### src/hdl/ini_text_tokenizer_assert.svh
// Assertion macros shared by the INI text tokenizer RTL.
// Depends on nothing; the including module supplies clock, reset and signals.
`ifndef INI_TEXT_TOKENIZER_ASSERT_SVH
`define INI_TEXT_TOKENIZER_ASSERT_SVH

// Same-cycle implication, checked outside reset.
`define ITT_ASSERT_NOW(lbl, clk, rst_n, ante, cons, msg) \
  lbl: assert property (@(posedge clk) disable iff (!rst_n) (ante) |-> (cons)) \
    else $error(msg);

// Next-cycle implication, checked outside reset.
`define ITT_ASSERT_NEXT(lbl, clk, rst_n, ante, cons, msg) \
  lbl: assert property (@(posedge clk) disable iff (!rst_n) (ante) |=> (cons)) \
    else $error(msg);

`endif

### src/hdl/itt_pkg.sv
// Package of the INI text tokenizer: codes, characters, enums and structs.
// Used by the controller, the datapath and the top level.
`default_nettype none

package itt_pkg;

  localparam logic [7:0] CH_SEMI  = 8'h3B;
  localparam logic [7:0] CH_LBRK  = 8'h5B;
  localparam logic [7:0] CH_RBRK  = 8'h5D;
  localparam logic [7:0] CH_EQ    = 8'h3D;
  localparam logic [7:0] CH_QUOTE = 8'h22;
  localparam logic [7:0] CH_NL    = 8'h0A;
  localparam logic [7:0] CH_SPACE = 8'h20;
  localparam logic [7:0] CH_TAB   = 8'h09;
  localparam logic [7:0] CH_CR    = 8'h0D;

  typedef enum logic [2:0] {
    M_START   = 3'd0,
    M_COMMENT = 3'd1,
    M_SECTION = 3'd2,
    M_KEY     = 3'd3,
    M_VSTART  = 3'd4,
    M_VALUE   = 3'd5,
    M_QUOTE   = 3'd6
  } mode_t;

  typedef enum logic [2:0] {
    K_SECT  = 3'd0,
    K_CLOSE = 3'd1,
    K_KEY   = 3'd2,
    K_VAL   = 3'd3,
    K_PAIR  = 3'd4,
    K_ACC   = 3'd5,
    K_REJ   = 3'd6
  } kind_t;

  typedef enum logic [1:0] {
    P_NONE,
    P_ONE,
    P_TWO,
    P_REL
  } plan_t;

  typedef enum logic [1:0] {
    EM_NONE,
    EM_FIRST,
    EM_PEND,
    EM_HELD
  } emit_t;

  typedef enum logic [1:0] {
    ST_IDLE,
    ST_READ,
    ST_PEND,
    ST_HELD
  } state_t;

  typedef struct packed {
    logic  take;
    logic  rd;
    emit_t emit;
  } ctrl_cmd_t;

  typedef struct packed {
    logic  slot_free;
    plan_t plan;
    logic  idx_last;
  } dp_stat_t;

  function automatic logic is_blank(input logic [7:0] c);
    return (c == CH_SPACE) || ((c >= CH_TAB) && (c <= CH_CR));
  endfunction

endpackage

`default_nettype wire

### src/hdl/itt_ram.sv
// Generic single-port-write, single-port-read RAM with registered read data.
// Used by the tokenizer datapath for its pending blank store.
`default_nettype none

module itt_ram #(
  parameter int WIDTH = 8,
  parameter int DEPTH = 16
) (
  input  wire logic                                 clk,
  input  wire logic                                 wr_en,
  input  wire logic [(DEPTH > 1 ? $clog2(DEPTH) : 1)-1:0] wr_addr,
  input  wire logic [WIDTH-1:0]                     wr_data,
  input  wire logic                                 rd_en,
  input  wire logic [(DEPTH > 1 ? $clog2(DEPTH) : 1)-1:0] rd_addr,
  output logic      [WIDTH-1:0]                     rd_data
);

  logic [WIDTH-1:0] mem [DEPTH];

  always_ff @(posedge clk) begin
    if (wr_en) begin
      mem[wr_addr] <= wr_data;
    end
    if (rd_en) begin
      rd_data <= mem[rd_addr];
    end
  end

endmodule

`default_nettype wire

### src/hdl/itt_ctrl.sv
// Controller state machine of the INI text tokenizer.
// Depends on itt_pkg; drives the datapath through command and status structs.
`default_nettype none

module itt_ctrl (
  input  wire logic             clk,
  input  wire logic             rst_n,
  input  wire logic             in_valid,
  output logic                  in_ready,
  input  wire itt_pkg::dp_stat_t stat,
  output itt_pkg::ctrl_cmd_t    cmd
);

  itt_pkg::state_t state_r;
  itt_pkg::state_t state_nxt;

  always_ff @(posedge clk) begin
    if (!rst_n) begin
      state_r <= itt_pkg::ST_IDLE;
    end else begin
      state_r <= state_nxt;
    end
  end

  always_comb begin
    state_nxt = state_r;
    unique case (state_r)
      itt_pkg::ST_IDLE: begin
        if (in_valid && stat.slot_free) begin
          if (stat.plan == itt_pkg::P_REL) begin
            state_nxt = itt_pkg::ST_READ;
          end else if (stat.plan == itt_pkg::P_TWO) begin
            state_nxt = itt_pkg::ST_HELD;
          end
        end
      end
      itt_pkg::ST_READ: begin
        state_nxt = itt_pkg::ST_PEND;
      end
      itt_pkg::ST_PEND: begin
        if (stat.slot_free) begin
          state_nxt = stat.idx_last ? itt_pkg::ST_HELD : itt_pkg::ST_READ;
        end
      end
      itt_pkg::ST_HELD: begin
        if (stat.slot_free) begin
          state_nxt = itt_pkg::ST_IDLE;
        end
      end
      default: state_nxt = itt_pkg::ST_IDLE;
    endcase
  end

  always_comb begin
    in_ready = 1'b0;
    cmd.take = 1'b0;
    cmd.rd   = 1'b0;
    cmd.emit = itt_pkg::EM_NONE;
    unique case (state_r)
      itt_pkg::ST_IDLE: begin
        in_ready = stat.slot_free;
        cmd.take = in_valid && stat.slot_free;
        if (cmd.take && (stat.plan == itt_pkg::P_ONE || stat.plan == itt_pkg::P_TWO)) begin
          cmd.emit = itt_pkg::EM_FIRST;
        end
      end
      itt_pkg::ST_READ: begin
        cmd.rd = 1'b1;
      end
      itt_pkg::ST_PEND: begin
        if (stat.slot_free) begin
          cmd.emit = itt_pkg::EM_PEND;
        end
      end
      itt_pkg::ST_HELD: begin
        if (stat.slot_free) begin
          cmd.emit = itt_pkg::EM_HELD;
        end
      end
      default: begin
        cmd.emit = itt_pkg::EM_NONE;
      end
    endcase
  end

endmodule

`default_nettype wire

### src/hdl/itt_dp.sv
// Datapath of the INI text tokenizer: parse state, byte decode, pending store, output register.
// Depends on itt_pkg and itt_ram; steered by itt_ctrl through command and status structs.
`default_nettype none

module itt_dp #(
  parameter int PENDING_DEPTH = 16
) (
  input  wire logic               clk,
  input  wire logic               rst_n,
  input  wire logic [7:0]         in_byte,
  input  wire logic               in_end,
  input  wire itt_pkg::ctrl_cmd_t cmd,
  output itt_pkg::dp_stat_t       stat,
  input  wire logic               out_ready,
  output logic                    out_valid,
  output logic [2:0]              out_kind,
  output logic [7:0]              out_byte,
  output logic                    out_last
);

  localparam int AW = (PENDING_DEPTH > 1) ? $clog2(PENDING_DEPTH) : 1;
  localparam int CW = $clog2(PENDING_DEPTH + 1);

  itt_pkg::mode_t  mode_r, mode_nxt;
  logic            seen_r, seen_nxt;
  logic            failed_r, failed_nxt;
  logic [CW-1:0]   count_r, count_nxt;
  logic [AW-1:0]   idx_r;
  itt_pkg::kind_t  held_kind_r, held_kind_nxt;
  logic [7:0]      held_byte_r, held_byte_nxt;
  itt_pkg::kind_t  first_kind;
  logic [7:0]      first_byte;
  itt_pkg::plan_t  plan;
  logic            hold_we;
  logic            hold_full;
  logic            blank;
  logic [7:0]      rd_data;
  logic            out_valid_r;
  itt_pkg::kind_t  out_kind_r;
  logic [7:0]      out_byte_r;
  logic            out_last_r;

  assign blank     = itt_pkg::is_blank(in_byte);
  assign hold_full = (count_r >= CW'(PENDING_DEPTH));

  always_comb begin
    mode_nxt      = mode_r;
    seen_nxt      = seen_r;
    failed_nxt    = failed_r;
    count_nxt     = count_r;
    held_kind_nxt = held_kind_r;
    held_byte_nxt = in_byte;
    first_kind    = itt_pkg::K_KEY;
    first_byte    = in_byte;
    plan          = itt_pkg::P_NONE;
    hold_we       = 1'b0;
    if (in_end) begin
      failed_nxt = failed_r || (mode_r == itt_pkg::M_QUOTE);
      plan       = itt_pkg::P_ONE;
      if (!failed_nxt) begin
        if (mode_r == itt_pkg::M_SECTION || mode_r == itt_pkg::M_KEY) begin
          failed_nxt = 1'b1;
        end else if (mode_r == itt_pkg::M_VSTART || mode_r == itt_pkg::M_VALUE) begin
          plan = itt_pkg::P_TWO;
        end
      end
      held_kind_nxt = failed_nxt ? itt_pkg::K_REJ : itt_pkg::K_ACC;
      held_byte_nxt = 8'h00;
      if (plan == itt_pkg::P_TWO) begin
        first_kind = itt_pkg::K_PAIR;
      end else begin
        first_kind = held_kind_nxt;
      end
      first_byte = 8'h00;
      mode_nxt   = itt_pkg::M_START;
      seen_nxt   = 1'b0;
      failed_nxt = 1'b0;
      count_nxt  = '0;
    end else if (!failed_r) begin
      unique case (mode_r)
        itt_pkg::M_START: begin
          if (!blank) begin
            if (in_byte == itt_pkg::CH_SEMI) begin
              mode_nxt = itt_pkg::M_COMMENT;
            end else if (in_byte == itt_pkg::CH_LBRK) begin
              mode_nxt = itt_pkg::M_SECTION;
            end else if (in_byte == itt_pkg::CH_EQ || in_byte == itt_pkg::CH_QUOTE || !seen_r) begin
              failed_nxt = 1'b1;
              count_nxt  = '0;
            end else begin
              plan       = itt_pkg::P_ONE;
              first_kind = itt_pkg::K_KEY;
              mode_nxt   = itt_pkg::M_KEY;
            end
          end
        end
        itt_pkg::M_COMMENT: begin
          if (in_byte == itt_pkg::CH_NL) begin
            mode_nxt = itt_pkg::M_START;
          end
        end
        itt_pkg::M_SECTION: begin
          if (in_byte == itt_pkg::CH_SEMI || in_byte == itt_pkg::CH_NL ||
              in_byte == itt_pkg::CH_LBRK) begin
            failed_nxt = 1'b1;
            count_nxt  = '0;
          end else if (in_byte == itt_pkg::CH_RBRK) begin
            plan       = itt_pkg::P_ONE;
            first_kind = itt_pkg::K_CLOSE;
            first_byte = 8'h00;
            seen_nxt   = 1'b1;
            mode_nxt   = itt_pkg::M_START;
          end else begin
            plan       = itt_pkg::P_ONE;
            first_kind = itt_pkg::K_SECT;
          end
        end
        itt_pkg::M_KEY: begin
          if (in_byte == itt_pkg::CH_SEMI || in_byte == itt_pkg::CH_NL ||
              in_byte == itt_pkg::CH_LBRK || in_byte == itt_pkg::CH_RBRK ||
              in_byte == itt_pkg::CH_QUOTE) begin
            failed_nxt = 1'b1;
            count_nxt  = '0;
          end else if (in_byte == itt_pkg::CH_EQ) begin
            count_nxt = '0;
            mode_nxt  = itt_pkg::M_VSTART;
          end else if (blank) begin
            if (hold_full) begin
              failed_nxt = 1'b1;
              count_nxt  = '0;
            end else begin
              hold_we   = 1'b1;
              count_nxt = count_r + CW'(1);
            end
          end else begin
            first_kind    = itt_pkg::K_KEY;
            held_kind_nxt = itt_pkg::K_KEY;
            plan          = (count_r != '0) ? itt_pkg::P_REL : itt_pkg::P_ONE;
          end
        end
        itt_pkg::M_VSTART: begin
          if (in_byte == itt_pkg::CH_SEMI || in_byte == itt_pkg::CH_NL) begin
            plan       = itt_pkg::P_ONE;
            first_kind = itt_pkg::K_PAIR;
            first_byte = 8'h00;
            count_nxt  = '0;
            mode_nxt   = (in_byte == itt_pkg::CH_SEMI) ? itt_pkg::M_COMMENT : itt_pkg::M_START;
          end else if (!blank) begin
            plan       = itt_pkg::P_ONE;
            first_kind = itt_pkg::K_VAL;
            mode_nxt   = (in_byte == itt_pkg::CH_QUOTE) ? itt_pkg::M_QUOTE : itt_pkg::M_VALUE;
          end
        end
        itt_pkg::M_VALUE: begin
          if (in_byte == itt_pkg::CH_SEMI || in_byte == itt_pkg::CH_NL) begin
            plan       = itt_pkg::P_ONE;
            first_kind = itt_pkg::K_PAIR;
            first_byte = 8'h00;
            count_nxt  = '0;
            mode_nxt   = (in_byte == itt_pkg::CH_SEMI) ? itt_pkg::M_COMMENT : itt_pkg::M_START;
          end else if (blank) begin
            if (hold_full) begin
              failed_nxt = 1'b1;
              count_nxt  = '0;
            end else begin
              hold_we   = 1'b1;
              count_nxt = count_r + CW'(1);
            end
          end else begin
            first_kind    = itt_pkg::K_VAL;
            held_kind_nxt = itt_pkg::K_VAL;
            plan          = (count_r != '0) ? itt_pkg::P_REL : itt_pkg::P_ONE;
            if (in_byte == itt_pkg::CH_QUOTE) begin
              mode_nxt = itt_pkg::M_QUOTE;
            end
          end
        end
        itt_pkg::M_QUOTE: begin
          plan       = itt_pkg::P_ONE;
          first_kind = itt_pkg::K_VAL;
          if (in_byte == itt_pkg::CH_QUOTE) begin
            mode_nxt = itt_pkg::M_VALUE;
          end
        end
        default: begin
          failed_nxt = 1'b1;
          count_nxt  = '0;
        end
      endcase
    end
  end

  itt_ram #(
    .WIDTH (8),
    .DEPTH (PENDING_DEPTH)
  ) u_pend (
    .clk     (clk),
    .wr_en   (cmd.take && hold_we),
    .wr_addr (count_r[AW-1:0]),
    .wr_data (in_byte),
    .rd_en   (cmd.rd),
    .rd_addr (idx_r),
    .rd_data (rd_data)
  );

  always_ff @(posedge clk) begin
    if (!rst_n) begin
      mode_r   <= itt_pkg::M_START;
      seen_r   <= 1'b0;
      failed_r <= 1'b0;
      count_r  <= '0;
      idx_r    <= '0;
    end else if (cmd.take) begin
      mode_r   <= mode_nxt;
      seen_r   <= seen_nxt;
      failed_r <= failed_nxt;
      count_r  <= count_nxt;
    end else if (cmd.emit == itt_pkg::EM_PEND) begin
      if (stat.idx_last) begin
        idx_r   <= '0;
        count_r <= '0;
      end else begin
        idx_r <= idx_r + AW'(1);
      end
    end
  end

  always_ff @(posedge clk) begin
    if (cmd.take) begin
      held_kind_r <= held_kind_nxt;
      held_byte_r <= held_byte_nxt;
    end
  end

  always_ff @(posedge clk) begin
    if (!rst_n) begin
      out_valid_r <= 1'b0;
    end else if (cmd.emit != itt_pkg::EM_NONE) begin
      out_valid_r <= 1'b1;
    end else if (out_ready) begin
      out_valid_r <= 1'b0;
    end
  end

  always_ff @(posedge clk) begin
    unique case (cmd.emit)
      itt_pkg::EM_FIRST: begin
        out_kind_r <= first_kind;
        out_byte_r <= first_byte;
        out_last_r <= (plan == itt_pkg::P_ONE);
      end
      itt_pkg::EM_PEND: begin
        out_kind_r <= held_kind_r;
        out_byte_r <= rd_data;
        out_last_r <= 1'b0;
      end
      itt_pkg::EM_HELD: begin
        out_kind_r <= held_kind_r;
        out_byte_r <= held_byte_r;
        out_last_r <= 1'b1;
      end
      itt_pkg::EM_NONE: begin
        out_kind_r <= out_kind_r;
      end
      default: begin
        out_kind_r <= out_kind_r;
      end
    endcase
  end

  assign stat.slot_free = !out_valid_r || out_ready;
  assign stat.plan      = plan;
  assign stat.idx_last  = ((CW'(idx_r) + CW'(1)) == count_r);

  assign out_valid = out_valid_r;
  assign out_kind  = out_kind_r;
  assign out_byte  = out_byte_r;
  assign out_last  = out_last_r;

endmodule

`default_nettype wire

### src/hdl/ini_text_tokenizer.sv
// Top level of the INI text tokenizer: joins controller and datapath, holds the assertions.
// Depends on itt_pkg, itt_ctrl, itt_dp, itt_ram and ini_text_tokenizer_assert.svh.
//
// The input stream carries one byte of INI text per request in in_tdata; a request with
// in_tlast high marks the end of the text, its byte is ignored and it acts as a final
// newline followed by an accepted or rejected verdict. The output stream carries one token
// per request: the kind in out_tuser, the byte in out_tdata and, in out_tlast, a flag on
// the final token caused by an input request.
// A request that yields one token shows it in the output register in the cycle after it
// is accepted; the next byte is taken in that cycle if out_tready is high, so plain text
// moves at one byte per cycle while the receiver keeps up. A byte that releases held
// trailing blanks reads each from the pending store (a registered read) and emits it, then
// its own byte; an end request closing a pair emits the pair close, then the verdict. Up to
// PENDING_DEPTH blanks are held. When the receiver stalls, the output register keeps its
// token and in_tready stays low until the token is taken. Synchronous reset empties the
// output register and returns the parser to a line start with no section seen and no error.
`default_nettype none
`include "ini_text_tokenizer_assert.svh"

module ini_text_tokenizer #(
  parameter int PENDING_DEPTH = 16
) (
  input  wire logic       clk,
  input  wire logic       rst_n,
  input  wire logic       in_tvalid,
  output logic            in_tready,
  input  wire logic [7:0] in_tdata,   // [7:0] text_byte
  input  wire logic       in_tlast,
  output logic            out_tvalid,
  input  wire logic       out_tready,
  output logic [7:0]      out_tdata,  // [7:0] token_byte
  output logic [2:0]      out_tuser,  // [2:0] token_kind
  output logic            out_tlast
);

  itt_pkg::ctrl_cmd_t cmd;
  itt_pkg::dp_stat_t  stat;

  itt_ctrl u_ctrl (
    .clk      (clk),
    .rst_n    (rst_n),
    .in_valid (in_tvalid),
    .in_ready (in_tready),
    .stat     (stat),
    .cmd      (cmd)
  );

  itt_dp #(
    .PENDING_DEPTH (PENDING_DEPTH)
  ) u_dp (
    .clk       (clk),
    .rst_n     (rst_n),
    .in_byte   (in_tdata),
    .in_end    (in_tlast),
    .cmd       (cmd),
    .stat      (stat),
    .out_ready (out_tready),
    .out_valid (out_tvalid),
    .out_kind  (out_tuser),
    .out_byte  (out_tdata),
    .out_last  (out_tlast)
  );

  `ITT_ASSERT_NOW(a_take_free, clk, rst_n, in_tvalid && in_tready,
    !out_tvalid || out_tready, "Input taken while the output register is still full.")
  `ITT_ASSERT_NOW(a_verdict_last, clk, rst_n,
    out_tvalid && (out_tuser == itt_pkg::K_ACC || out_tuser == itt_pkg::K_REJ),
    out_tlast, "Verdict token is not the last of its run.")
  `ITT_ASSERT_NOW(a_zero_byte, clk, rst_n,
    out_tvalid && (out_tuser == itt_pkg::K_CLOSE || out_tuser == itt_pkg::K_PAIR ||
    out_tuser == itt_pkg::K_ACC || out_tuser == itt_pkg::K_REJ),
    out_tdata == 8'h00, "Token without a byte carries a nonzero byte.")
  `ITT_ASSERT_NEXT(a_end_verdict, clk, rst_n, in_tvalid && in_tready && in_tlast,
    out_tvalid && (out_tuser == itt_pkg::K_ACC || out_tuser == itt_pkg::K_REJ ||
    out_tuser == itt_pkg::K_PAIR), "End of text does not yield a pair close or a verdict.")

endmodule

`default_nettype wire
### config.mk
export PLATFORM = sky130hd
export DESIGN_NAME = ini_text_tokenizer
export DESIGN_NICKNAME = d
export VERILOG_FILES = /design/src/hdl/itt_pkg.sv /design/src/hdl/itt_ram.sv /design/src/hdl/itt_ctrl.sv /design/src/hdl/itt_dp.sv /design/src/hdl/ini_text_tokenizer.sv
export VERILOG_INCLUDE_DIRS = /design/src /design/src/hdl
export SDC_FILE = /design/constraint.sdc
export NUM_CORES = 1
export LEC_CHECK = 0
export BUFFER_PORTS_ARGS = -buffer_cell sky130_fd_sc_hd__buf_2
export CELL_PAD_IN_SITES_DETAIL_PLACEMENT = 1
export CELL_PAD_IN_SITES_GLOBAL_PLACEMENT = 1
export CORE_ASPECT_RATIO = 1.25
export CORE_MARGIN = 2
export CORE_UTILIZATION = 44
export DETAILED_ROUTE_END_ITERATION = 8
export HOLD_SLACK_MARGIN = 0.06
export PLACE_DENSITY = 0.78
export SLEW_MARGIN = 10
export SYNTH_ARGS = -nofsm -noshare
export SYNTH_HDL_FRONTEND = slang
export SYNTH_SLANG_ARGS = --single-unit
### constraint.sdc
create_clock -name clk -period 12.7 [get_ports clk]
set_input_delay 2.54 -clock clk [delete_from_list [all_inputs] [get_ports clk]]
set_output_delay 2.54 -clock clk [all_outputs]
set_load 0.03 [all_outputs]
# Yosys cells after proc, flatten, opt, wreduce, memory -nomap -nowiden
# Memory sizes are Yosys's and may differ from the RTL's. A register that Yosys moved wholly into a read port is not among the register bits.
# Cells that the tools add are included.
[totals] register_bits=40 latch_bits=0 ramBits=128 rom_bits=0 in_bits=13 out_inout_bits=14 word_cells=244 memories=1
[op_classes] n_addsub=3 multipliers=0 div=0 order_cmp=3 n_eq_ne=53 shifts=0 muxes=130 bitwise_logic=1 n_reduce_logical=41
[memory_table] memory="u_dp.u_pend.mem" depth=16 width=8 rd=1 rd_ports_with_merged_regs=1 write_ports=1 line="itt_ram.sv:18" source="logic [WIDTH-1:0] mem [DEPTH];"
[ops] op="2-to-1 mux 3 bit" n=29
[ops] op="2-to-1 mux 5 bit" n=16
[ops] op="2-to-1 mux 2 bit" n=25
[ops] op="2-to-1 mux 1 bit" n=41
[ops] op="2-to-1 mux 8 bit" n=5
[ops] op="!= test 3 bit, second input constant" n=12
[ops] op="!= test 4 bit, second input constant" n=9
[ops] op="== test 8 x 6 -> 1 bit, second input constant" n=4
[ops] op="one-hot mux 5 bit (6 select lines)" n=1
[ops] op="one-hot mux 8 bit (3 select lines)" n=1
[ops] op="one-hot mux 3 bit (7 select lines)" n=1
[ops] op="== test 8 x 7 -> 1 bit, second input constant" n=2
[ops] op="one-hot mux 8 bit (2 select lines)" n=1
[ops] op="== test 2 bit, second input constant" n=7
[ops] op="AND reduction 14 bit" n=1
[ops] op="logical OR 1 bit" n=12
[ops] op="one-hot mux 2 bit (6 select lines)" n=1
[ops] op="one-hot mux 3 bit (2 select lines)" n=2
[ops] op="nonzero test 2 bit" n=6
[ops] op="AND reduction 10 bit" n=1
[ops] op="== test 3 bit, second input constant" n=3
[ops] op="one-hot mux 3 bit (3 select lines)" n=1
[ops] op="== test 8 x 4 -> 1 bit, second input constant" n=1
[ops] op=">= comparator 8 x 4 -> 1 bit, second input constant" n=1
[ops] op="other kinds (34)" n=48

# Logic depth before layout (Yosys ltp)
# Gate-level depths: netlist of run 1.
[logic_depth] ltp_word=18 depth_mapped=14 ltp_nobuf=12

# Cells and area by module
# From an unflattened synthesis of run 1, not the netlist that was laid out.
[hier_totals] cells_unflattened=567 hier_area_um2=8211.6
[by_module_without_submodules] mod="itt_ram" n_inst=1 cells_each=229 area_each_um2=5227.5 seq_area_each_um2=4083.9
[by_module_without_submodules] mod="itt_dp" n_inst=1 cells_each=316 area_each_um2=2797.7 seq_area_each_um2=991.0
[by_module_without_submodules] mod="itt_ctrl" n_inst=1 cells_each=22 area_each_um2=186.4 seq_area_each_um2=40.0

# Least setup slack after synthesis of run 1
# OpenSTA, ideal clock, no wires.
[synth_path] path_kind="in2reg" startpoint="input port in_tdata[0]" endpoint="register u_dp.out_byte_r[0], in the netlist u_dp.out_byte[0] (enable)" setup_time_ns=0.403 t_arrival_ns=5.506 required_ns=12.297 slack_ns=6.791 path_stages=12 path_buffers=2 cell_sequence="buf_2 -> or4b_1 -> a21oi_2 -> o21a_1 -> buf_2 -> o21ai_0 -> o21ai_0 -> a21boi_0 -> o21a_1 -> ha_1 -> inv_1 -> o31ai_1"
[synth_between] elab_chain_cells=17 word_cells_on_any_way=41 cone_classes="order compare (2); eq/ne (12); mux (16); reduce/logical (11)"
[synth_rtl] item="start, declared" line="ini_text_tokenizer.sv:27" source="input wire logic [7:0] in_tdata,"
[synth_rtl] item="parallel branches: the longest is 7 deep, another holds >= comparator 8 x 4 -> 1 bit"
[synth_rtl] item="one-hot mux 2 bit (6 select lines) *" line="itt_dp.sv:80" source="unique case (mode_r)"
[synth_rtl] item="2-to-1 mux 2 bit *" line="itt_dp.sv:79" source="end else if (!failed_r) begin"
[synth_rtl] item="2-to-1 mux 2 bit *" line="itt_dp.sv:57" source="if (in_end) begin"
[synth_rtl] item="== test 2 x 1 -> 1 bit or == test 2 bit (tied branches)" line="itt_ctrl.sv:63" source="if (cmd.take && (stat.plan == itt_pkg::P_ONE || stat.plan == itt_pkg::P_TWO)) begin"
[synth_rtl] item="logical OR 1 bit *" line="itt_ctrl.sv:63"
[synth_rtl] item="logical AND 1 bit *" line="itt_ctrl.sv:63"
[synth_rtl] item="2-to-1 mux 1 bit *" line="itt_ctrl.sv:63"
[synth_rtl] item="one-hot mux 2 bit (3 select lines) *" line="itt_ctrl.sv:59" source="unique case (state_r)"
[synth_rtl] item="== test 2 x 1 -> 1 bit or == test 2 bit (tied branches)" line="itt_dp.sv:246" source="unique case (cmd.emit)"
[synth_rtl] item="nonzero test 3 bit (no source line) *"
[synth_rtl] item="end signal, assigned" line="itt_dp.sv:249" source="out_byte_r <= first_byte;"
[synth_rtl] item="end signal, assigned" line="itt_dp.sv:254" source="out_byte_r <= rd_data;"
[synth_rtl] item="end signal, assigned" line="itt_dp.sv:259" source="out_byte_r <= held_byte_r;"
[synth_rtl] item="end, declared" line="itt_dp.sv:40" source="logic [7:0] out_byte_r;"
# Mark *: on every way between the ends.
# A chain may end at the register's enable or synchronous reset.

# Worst setup path in the final report of run 1
[layout_path] startpoint="input port in_tdata[5]" endpoint="register u_dp.out_byte_r[2], in the netlist u_dp.out_byte[2] (enable)"
# Same word-level chain as after synthesis.

==> results of run 1 <==
## critical path: cells and delay by family
family / cells / cell delay, ns
AO/OA/AOI/OAI: 7 / 2.17
adder cells (fa/ha/maj): 1 / 0.29
buffers and inverters: 2 / 0.46
AND/OR/NAND/NOR: 1 / 0.50
## worst max-delay path by stage
stage	start	end	slack (ns)
4_1_cts	in_tdata[5]	u_dp.out_byte[7]	6.75
6_report	in_tdata[5]	u_dp.out_byte[2]	6.77
3_3_place_gp	in_tdata[5]	u_dp.out_byte[2]	6.54
3_5_place_dp	in_tdata[5]	u_dp.out_byte[2]	6.30
2_1_floorplan	in_tdata[0]	u_dp.out_byte[0]	6.79
5_1_grt	in_tdata[5]	u_dp.out_byte[1]	6.45
## sequential cells by signal (all words and copies together), names as in the netlist
register,cells
u_ctrl.state_r,2
u_dp.count_r,5
u_dp.failed_r,1
u_dp.held_byte_r,8
u_dp.held_kind_r,3
u_dp.idx_r,4
u_dp.mode_r,3
u_dp.out_byte,8
u_dp.out_kind,3
u_dp.out_last,1
u_dp.out_valid,1
u_dp.seen_r,1
u_dp.u_pend.mem,128
u_dp.u_pend.rd_data,8
## per-stage QoR
stage / hold WS (ns) / worst slack, ns / power [W] / util
2_1_floorplan: 0.483 / 6.79 / 0.000673 / -
3_3_place_gp: 0.515 / 6.54 / 0.000689 / 0.462
3_5_place_dp: 0.531 / 6.30 / 0.000692 / 0.462
4_1_cts: 0.558 / 6.75 / 0.00123 / 0.498
5_1_grt: 0.587 / 6.45 / 0.00125 / 0.498
6_report: 0.560 / 6.77 / 0.00122 / 0.498
## logic make-up (layout without fill, tap and decap cells)
group	Yosys count	after routing	synth area share
buffers and inverters	45	71	0.0221
AOI/OAI and AO/OA	87	87	0.0776
DFF	176	176	0.641
adders and majority gates	8	8	0.0125
muxes	49	49	0.124
xor gates and xnor gates	9	9	0.00988
and+or+nand+nor	172	172	0.113
## layout by cell type, fill, tap and decap left out, types with 10 or more instances in the layout
cell type / Yosys / final
edfxtp_1: 159 / 159
nor2_1: 45 / 45
nand2_1: 43 / 43
mux4_2: 40 / 40
buf_2: 6 / 26
o21ai_0: 19 / 19
clkbuf_16: 0 / 17
dfxtp_1: 17 / 16
nand3_1: 14 / 14
a21oi_1: 13 / 13
nor3_1: 14 / 10
## synth_stat cells (6+ instances only)
library cell,n,area share
nor3_1,14,0.0088
nand2_1,43,0.020
nand2b_1,8,0.0063
inv_1,9,0.0042
a31oi_1,9,0.0071
clkbuf_1,24,0.011
dfxtp_1,17,0.043
mux4_2,40,0.11
mux2i_1,8,0.010
xor2_1,6,0.0066
edfxtp_1,159,0.60
buf_2,6,0.0038
nand3_1,14,0.0088
o21ai_0,19,0.012
nor2b_1,9,0.0071
a21oi_1,13,0.0082
nor2_1,45,0.021
ha_1,8,0.013
## metal layers
layer	GRT usage	part of all wire
met4	0.0717	0.019
met2	0.391	0.54
met3	0.0432	0.046
met1	0.271	0.39
met5	0	0
## cell type report
class	instances	area, um^2
Fill cell	1756	9020
Sequential cell	176	5120
Multi-Input combinational cell	325	2720
Clock buffer	17	425
Tap cell	228	285
Clock inverter	15	208
Timing Repair Buffer	28	145
Inverter	11	41.3
## power groups by stage
stage	clock network, W	logic, W	registers (W)
after floorplan	0	0.0000193	0.000654
after global placement	0	0.0000389	0.000650
after detailed placement	0	0.0000409	0.000651
after CTS	0.000549	0.0000410	0.000638
after global routing	0.000565	0.0000445	0.000638
final	0.000541	0.0000408	0.000637
==> results.toml, run 1 <==
[outcome]
run_status = "finished, final reports clean"

[synthesis]
syn-instance-count = 546
postSynthNetCount = 567
ys_seq_area_frac = 0.641
count_of_flip_flops_with_a_built_in_enable_after_synthesis = 159
synth-warning-count = 0
syn_area_per_cell_um2 = 14.6
synth_async_sr_flop_share = 0
synth_area_um2 = 7980
postSynth.topFlopCell = "edfxtp_1"
synth_seq_cells = 176
synthDistinctLibCells = 65

[cells_and_area]
insertedDiodeCount = 0
finish.instance_area_um2 = 8940
layout_cells_sized_above_1 = 0.206
net_total_in_the_final_layout = 580
final_non_filler_cell_total = 800
flow.area_growth_from_synthesis_pct = 12.0

[global_routing]
pin_count_of_the_biggest_net_entering_global_routing = 37
first_global_vias = 5152
global_route.overflow_total = 0
grt_pass1_wl_mm = 31.7
grt_antenna_before_repair = 0
grtUsageTotal = 0.220

[setup_path]
r2r_setup_slack_ns = 8.78
arrival_ns = 5.98
crit_path_start_kind = "input pin"
timing.critical_path.slowest_cell_delay_ns = 0.95
regToRegStartpoint = "u_ctrl.state_r[0]"
crit-reg2reg-capture = "u_dp.u_pend.mem[11][0]"
cp_cell_sequence = "buf_2, or4b_1, a21oi_2, o21a_1, o21ai_0, o21ai_0, a21boi_0, o21a_1, ha_1, inv_1, o31ai_2"
cell_with_the_biggest_individual_delay_on_the_critical_path = "o31ai_2"
critPathCaptureType = "register"
critical_path_start_end_classification = "input pin to register"
cp_data_required_time_ns = 12.76
r2r.worst_path.cells = 7
path_max_fanout = 30

[timing]
grt_setup_unrepaired = "no"
setup_viol = 0
max_freq_mhz = 169
finalSetupTns_ns = 0
timing.clock.skew_ns = 0.00986
max-slew-margin-rel = 0.127
worst_slew_pin_slew_ns = 1.30
final.min_clock_period_ns = 5.93
slew_viol_final = 0
finalHoldViolations = 0
layout_worst_path_cycle_share = 0.467

[power]
power.share.clock = 0.444
total_leakage_power_nw = 2.80
power_frac_seq = 0.523
sw_frac_of_total = 0.248
power-per-cell-area_nw_per_um2 = 136
power.internal_w = 0.000917
power_frac_comb = 0.033
net-switching-power_w = 0.000302
power.ir.vdd_worst_v = 0.000131

[cts]
cts_max_level = 4
clock_sinks = 176
clock_tree.root_cell = "clkbuf_16"
tritoncts_buffer_count = 17
clock_tree_from_tritoncts = "done"
clkSlewWorstSetupHoldPaths_ns = 0.08
clk-insertion-delay-late_ns = 0.44
cts_repair_resize_count = 0
cts_buffer_depth = 2
cts_hold_buf = 0
post-cts-setup-buffers = 0

[worst_hold_path]
min_delay_worst_type = "register to register"
origin_of_the_worst_min_delay_path = "u_dp.held_kind_r[2]"
min_delay_worst_endpoint = "u_dp.out_kind[2]"
min_path_cells = 1

[floorplanning]
horizontal_die_dimension_um = 124
num_rows = 55
die_height_um = 155
floorplan.io_pins = 27
initial_utilization = 0.444
core_area_um2 = 18000
floorplan.die_area_um2 = 19200

[detailed_routing]
route.antenna.remaining_nets = 0
post_drt_via_cell_ratio = 6.18
num_vias = 4941
first_iter_violations = 445
drc = 0
drtPass1Iterations = 7
routed_wirelength_mm = 20.3
post_drt_wl_per_cell_um = 25.3

[placed_design]
place.port_buffers = 26
finalWeightedCongestion = 0.858
place_hpwl_mm = 13.1
placedCellCount = 768
dpl_cell_area_um2 = 8300

[job]
max_cap_viol_count = 0
No activity file was read; power rests on OpenSTA's default activity.
==> run 2, diff against run 1 <==
==> constraint.sdc (replaced) <==
create_clock -name clk -period 6.2 [get_ports clk]
set_input_delay 1.24 -clock clk [delete_from_list [all_inputs] [get_ports clk]]
set_output_delay 1.24 -clock clk [all_outputs]
set_load 0.03 [all_outputs]
==> results.toml, run 2 (synthesized netlist as in run 1, its figures left out) <==
[global_routing]
pin_count_of_the_biggest_net_entering_global_routing = 36
grt.met1_usage = 0.256
grt_pass1_wl_mm = 31.3
grt_antenna_before_repair = 0
grtUsageTotal = 0.219
global_route.overflow_total = 0
grt.met3_usage = 0.0384
first_global_vias = 5180
gr-max-usage-layer = "met2"
grt_use_met2 = 0.396

[cts]
clk-insertion-delay-late_ns = 0.44
post-cts-setup-buffers = 0
cts_repair_resize_count = 0
cts_buffer_depth = 2
cts_hold_buf = 0
clock_tree.root_cell = "clkbuf_16"
clock_sinks = 176
clkSlewWorstSetupHoldPaths_ns = 0.07
cts_max_level = 4
tritoncts_buffer_count = 17
clock_tree_from_tritoncts = "done"

[power]
power-per-cell-area_nw_per_um2 = 285
total_leakage_power_nw = 2.81
power.ir.vdd_worst_v = 0.000209

[timing]
timing.clock.skew_ns = 0.0108
layout_worst_path_cycle_share = 0.753
finalSetupTns_ns = 0
slew_viol_final = 0
final.min_clock_period_ns = 4.67
finalHoldViolations = 0
max-slew-margin-rel = 0.197
grt_setup_unrepaired = "no"
setup_viol = 0
max_freq_mhz = 214
worst_slew_pin_slew_ns = 1.20

[setup_path]
top_family_by_delay_on_critical_path = "compound AO/OA/AOI/OAI gates"
cell_with_the_biggest_individual_delay_on_the_critical_path = "o31ai_2"
r2r_setup_slack_ns = 2.36
critPathCaptureType = "register"
critical_path_start_end_classification = "input pin to register"
crit_path_start_kind = "input pin"
path_max_fanout = 30
cp_data_required_time_ns = 6.25
cp_num_buf_inv = 2
arrival_ns = 4.72
timing.critical_path.slowest_cell_delay_ns = 0.91
cp_cell_sequence = "buf_2, or4b_1, a21oi_2, o21a_1, o21ai_0, o21ai_0, a21boi_0, o21a_1, ha_1, inv_1, o31ai_2"

[floorplanning]
die_height_um = 155
floorplan.io_pins = 27
core_area_um2 = 18000
initial_utilization = 0.444
floorplan.die_area_um2 = 19200
num_rows = 55
horizontal_die_dimension_um = 124

[detailed_routing]
route.antenna.remaining_nets = 0
first_iter_violations = 347
routed_wirelength_mm = 20.2
drtPass1Iterations = 5
num_vias = 4922
post_drt_via_cell_ratio = 6.15
drc = 0
post_drt_wl_per_cell_um = 25.3

[outcome]
run_status = "finished, final reports clean"

[cells_and_area]
largest-register = "u_dp.u_pend.mem"
most_frequent_cells_in_the_layout = "edfxtp_1, nor2_1, nand2_1, mux4_2, buf_2"
nFillCells = 1771
net_total_in_the_final_layout = 580
layout_cells_sized_above_1 = 0.205
most_frequent_standard_cell_in_the_layout_excluding_fill_and_tap_cells = "edfxtp_1"
flow.area_growth_from_synthesis_pct = 12.1
finish.instance_area_um2 = 8950
number_of_flip_flops_in_the_largest_register = 128
insertedDiodeCount = 0

[placed_design]
finalWeightedCongestion = 0.897
place.port_buffers = 26
place_hpwl_mm = 13.0
dpl_cell_area_um2 = 8300

[worst_hold_path]
min_delay_worst_type = "register to register"

[job]
max_cap_viol_count = 0
[run 2: cell count changes in the layout (fill, tap and decap cells not counted)]
cell       before  now
bufinv_16       0    3
clkinv_1        2    3
clkinv_8        8    3
inv_12          2    0
inv_8           1    4
[run 2: per-layer routing]
layer / vias to the layer above / part of all wire
li1: 2171 / -
met1: 2550 / 0.39
met2: 152 / 0.54
met3: 49 / 0.039
met4: 0 / 0.036
met5: - / 0
[run 2: path summary, 6_finish.rpt]
path	startpoint	depth (start not counted)	to
worst max-delay path	in_tdata[5]	11	u_dp.out_kind[2]
worst min-delay path	u_dp.held_kind_r[0]	2	u_dp.out_kind[0]
worst max register to register	u_ctrl.state_r[0]	7	u_dp.u_pend.mem[13][7]
worst min register to register	u_dp.held_kind_r[0]	2	u_dp.out_kind[0]
[run 2: per-stage QoR]
stage / std cells / total power [W] / worst slack, ns / utilization / hold slack (ns)
floorplan: 546 / 0.00138 / 1.59 / - / 0.483
global placement: 768 / 0.00141 / 1.33 / 0.462 / 0.521
detailed placement: 768 / 0.00142 / 1.14 / 0.462 / 0.536
CTS: 800 / 0.00257 / 1.53 / 0.498 / 0.543
global route: 800 / 0.00261 / 1.24 / 0.498 / 0.573
finish: 800 / 0.00255 / 1.53 / 0.498 / 0.545
[run 2: power breakdown]
| part | switching, W | internal (W) |
|---|---|---|
| sequential | 0.00000488 | 0.00130 |
| combinational | 0.0000622 | 0.0000211 |
| clock | 0.000505 | 0.000657 |
[run 2: final cells by class]
type | count | area [um^2] | share of cell area
sequential | 176 | 5120 | 0.572
inverter | 11 | 41.3 | 0.00461
timing repair buffer | 28 | 145 | 0.0162
tap | 228 | 285 | 0.0319
clock inverter | 15 | 221 | 0.0247
multi-input combinational | 325 | 2720 | 0.303
clock buffer | 17 | 425 | 0.0475
[run 2: worst reg2reg max path, delay by kind of cell (launching register included)]
| kind | cells | cell delay, ns |
|---|---|---|
| AND/OR/NAND/NOR | 6 | 2.55 |
| flip-flops | 1 | 0.59 |
| AO/OA/AOI/OAI | 1 | 0.32 |
